`config.mk`:
```
export PLATFORM = sky130hd
export DESIGN_NAME = chub_ctrl
export DESIGN_NICKNAME = d
export VERILOG_FILES = /design/src/hdl/chub_pkg.sv /design/src/hdl/chub_ctrl.sv
export SDC_FILE = /design/constraint.sdc
export NUM_CORES = 1
export LEC_CHECK = 0
export ABC_AREA = 1
export BUFFER_PORTS_ARGS = -buffer_cell sky130_fd_sc_hd__buf_4
export CAP_MARGIN = 30
export CORE_AREA = 2 2 39 41
export CTS_CLUSTER_DIAMETER = 80
export DETAILED_ROUTE_END_ITERATION = 7
export DIE_AREA = 0 0 41 43
export HOLD_SLACK_MARGIN = 0.02
export PLACE_DENSITY = 0.68
export SETUP_SLACK_MARGIN = 0.15
export SYNTH_ARGS = -nofsm -noshare
export SYNTH_HDL_FRONTEND = slang
export SYNTH_SLANG_ARGS = --single-unit
```
`constraint.sdc`:
```
create_clock -name clk -period 1.45 [get_ports clk]
set_clock_uncertainty 0.05 [all_clocks]
set_input_delay 0.145 -clock clk [delete_from_list [all_inputs] [get_ports clk]]
set_output_delay 0.145 -clock clk [all_outputs]
set_load 0.03 [all_outputs]
```
`src/hdl/chub_pkg.sv`:
```
// ----------------------------------------------------------------------------
// chub_pkg
// Shared types and constants for the colour histogram block.
// ----------------------------------------------------------------------------
package chub_pkg;

  localparam int LANES  = 8;
  localparam int LANE_W = 3;

  localparam logic [1:0] ACT_START = 2'd0;
  localparam logic [1:0] ACT_PIXEL = 2'd1;
  localparam logic [1:0] ACT_READ  = 2'd2;

  typedef enum logic [2:0] {
    K_START,
    K_HIT,
    K_NEW,
    K_FULL,
    K_READ,
    K_READ_MISS,
    K_NONE
  } kind_t;

  typedef enum logic [2:0] {
    S_IDLE,
    S_SEARCH,
    S_CNT_RD,
    S_EMIT
  } state_t;

  typedef struct packed {
    logic  load;
    logic  search;
    logic  hit_latch;
    logic  cnt_rd;
    logic  emit;
    kind_t kind;
  } cmd_t;

  typedef struct packed {
    logic [1:0] in_act;
    logic       rd_ok;
    logic       hit;
    logic       search_done;
    logic       room;
    logic       out_free;
  } status_t;

endpackage

```
`src/hdl/chub_ctrl.sv`:
```
// ----------------------------------------------------------------------------
// chub_ctrl
// Sequencer: accepts a beat, runs the table search and issues the result.
// ----------------------------------------------------------------------------
module chub_ctrl (
  input  logic             clk,
  input  logic             rst,
  input  logic             in_valid,
  output logic             in_ready,
  input  chub_pkg::status_t st,
  output chub_pkg::cmd_t    cmd
);
  import chub_pkg::*;

  state_t state, state_next;
  kind_t  kind, kind_next;

  always_ff @(posedge clk) begin
    if (rst) begin
      state <= S_IDLE;
      kind  <= K_NONE;
    end else begin
      state <= state_next;
      kind  <= kind_next;
    end
  end

  always_comb begin
    state_next    = state;
    kind_next     = kind;
    cmd           = '0;
    cmd.kind      = kind;
    in_ready      = 1'b0;
    case (state)
      S_IDLE: begin
        in_ready = !rst;
        if (in_valid && !rst) begin
          cmd.load   = 1'b1;
          state_next = S_EMIT;
          case (st.in_act)
            ACT_START: kind_next = K_START;
            ACT_PIXEL: state_next = S_SEARCH;
            ACT_READ:  kind_next = st.rd_ok ? K_READ : K_READ_MISS;
            default:   kind_next = K_NONE;
          endcase
        end
      end
      S_SEARCH: begin
        if (st.hit) begin
          cmd.hit_latch = 1'b1;
          state_next    = S_CNT_RD;
        end else if (st.search_done) begin
          kind_next  = st.room ? K_NEW : K_FULL;
          state_next = S_EMIT;
        end else begin
          cmd.search = 1'b1;
        end
      end
      S_CNT_RD: begin
        cmd.cnt_rd = 1'b1;
        kind_next  = K_HIT;
        state_next = S_EMIT;
      end
      S_EMIT: begin
        if (st.out_free) begin
          cmd.emit   = 1'b1;
          state_next = S_IDLE;
        end
      end
      default: state_next = S_IDLE;
    endcase
  end

endmodule

```
==> results.toml <==
[placed_design]
placed_cell_area_sq_um = 641.9
gp_congestion = 0.7910
hpwl_um = 860.8
port_buffers = 18

[sta]
worstMarginPinSlew_ps = 234.3
relSlewSlack = 0.8432
tns_ps = 0
slew_violations = 0
fmax_mhz = 749.3
rsz0062_at_grt = "yes"
min_period_ps = 1335
finalCritPeriodShare = 0.9204
hold_slack_ps = 37.63
hold_viol = 0
setup_viol = 0

[setup_path]
crit_family = "flip-flops"
setup.worst_path.class = "flop to output port"
critPathCaptureType = "output port"
cp.required_ps = 1250
slowest_delay_ps = 430
cp_max_fo = 6
worstPathArrival_ps = 1140
crit_buf_inv = 3
crit_slowest_cell = "dfxtp_4"
worst_setup_path_start_kind = "flop"
cp_cell_sequence = "inv_4, ha_4, inv_2, nor2_2, buf_6"

[yosys]
synthFlopType = "dfxtp_1"
ys_seq_elements = 5
ys_top_cells_by_area = "dfxtp_1 21%, ha_1 19%, nand2_1 14%, inv_1 10%, o21ai_0 7.4%"
synth.cell_area_sq_um = 470.5
synth_edf_count = 0
yosysMostFrequentCell = "nand2_1"
yosysTopAreaCellShare = 0.2128
synth_fp_nets = 89
yosysWarnings = 0
syn-instance-count = 72
async_flop_share = 0
ys_types = 14
synth_common_cells = "18 x nand2_1, 13 x inv_1, 7 x ha_1, 7 x nor2_1, 7 x o21ai_0"
yosysSeqAreaShare = 0.2128
synth_area_per_cell_sq_um = 6.534
yosys.area.top_type = "dfxtp_1"

[grt]
grt_pass1_wl_mm = 2.111
grt-ovfl-total = 0
grt_max_degree = 7
grt_use_total = 0.1720
antenna_found_initial = 0
grt_pass1_vias = 554

[power]
max-vdd-ir-drop_v = 0.0008792
p_per_area_nw_per_um2 = 1989
power_uw = 1623
p_leak_uw = 0.0004148

[final_layout]
antenna_cells = 0
area_growth_pct = 73.40
fill_cells = 127
final_area_sq_um = 815.8
final_core_util = 0.5895
final_nets = 117
multi_input_area_sq_um = 404.1
layout-drive-gt1-share = 0.5354
seq_area_sq_um = 105.1

[floorplanning]
io_pins = 19
core_area_sq_um = 1384
rows = 14
die_area_sq_um = 1763
die_x_um = 41
die_h_um = 43
initial_utilization = 0.3400

[cts]
htree_levels = 1
cts_tree = "yes"
clock_latency_ps = 250
cts_buffers = 3
hold_buffers = 0
clock_path_buffers = 2
clk_pin_slew_worst_paths_ps = 50
cts.sinks = 5
cts-root-buf = "clkbuf_4"

[detailed_routing]
drcViolationCount = 0
vias_per_cell = 4.748
vias = 546
wl_per_cell_um = 11.10
ant_nets = 0
drtPass1Iterations = 4
drtIter0Drc = 5
drt-total-wl_mm = 1.277

[run_status]
status = "finished clean"

[flow_run]
maxCapViolCount = 0

[hold_path]
hold_class = "input pin to flop"
==> kinds of logic after synthesis <==
| kind of cell | after synthesis | synth area share |
|---|---|---|
| compound gates | 9 | 0.09574 |
| simple gates | 37 | 0.3936 |
| buf+inv | 14 | 0.1117 |
| fa+ha+maj | 7 | 0.1862 |
| flops | 5 | 0.2128 |
==> path summary, 6_finish.rpt <==
| path | from | endpoint | slack (ps) | cells past startpoint |
|---|---|---|---|---|
| max | state[0] | cmd[7] | 120 | 5 |
| min | rst | state[1] | 40 | 2 |
| max reg2reg | state[0] | kind[0] | 120 | 9 |
| min reg2reg | kind[1] | kind[1] | 420 | 2 |
==> power breakdown <==
part           total, uW  leakage, uW  internal (uW)  switching (uW)
logic               1170     0.000357            515             652
clock network        176    0.0000150            105            71.0
registers            280    0.0000424            206            73.7
total               1620     0.000415            826             797
==> cell type report <==
class | instances | share of cell area
multi-input cells | 53 | 0.4954
repair buffers | 23 | 0.2485
flip-flops and latches | 5 | 0.1288
inverters | 14 | 0.07055
clock buffers | 4 | 0.03221
well taps | 16 | 0.02454
==> flip-flops by register name, indices dropped and copies added (netlist names) <==
register  count
kind          3
state         2
==> metal layers <==
metal,vias to the layer above,global-route usage,part of all wire
met5,-,0,0
met4,0,0.1000,0.056
met3,13,0.02618,0.070
met2,27,0.2875,0.46
met1,228,0.1905,0.41
li1,278,-,-
==> cells in the final DEF (no fill, tap or decap), drive strengths merged <==
master,count
nand3,4
o21ai,7
buf,23
nand2,22
dfxtp,5
nor2,10
inv,14
a21oi,2
ha,7
clkbuf,4
nand3b,1
==> through the flow <==
step           worst slack (ps)  std cells
2_1_floorplan             115.9         72
3_5_place_dp              3.383        107
3_3_place_gp              26.79        107
6_report                  115.4        115
4_1_cts                   119.3        115
5_1_grt                   48.19        115
==> timing repair <==
item                                    CTS  global route
resized for setup                        30             3
pin swaps                                10             2
endpoints found under the setup margin    9            11
setup buffers                             4             0
(Power assumes the default switching activity.)
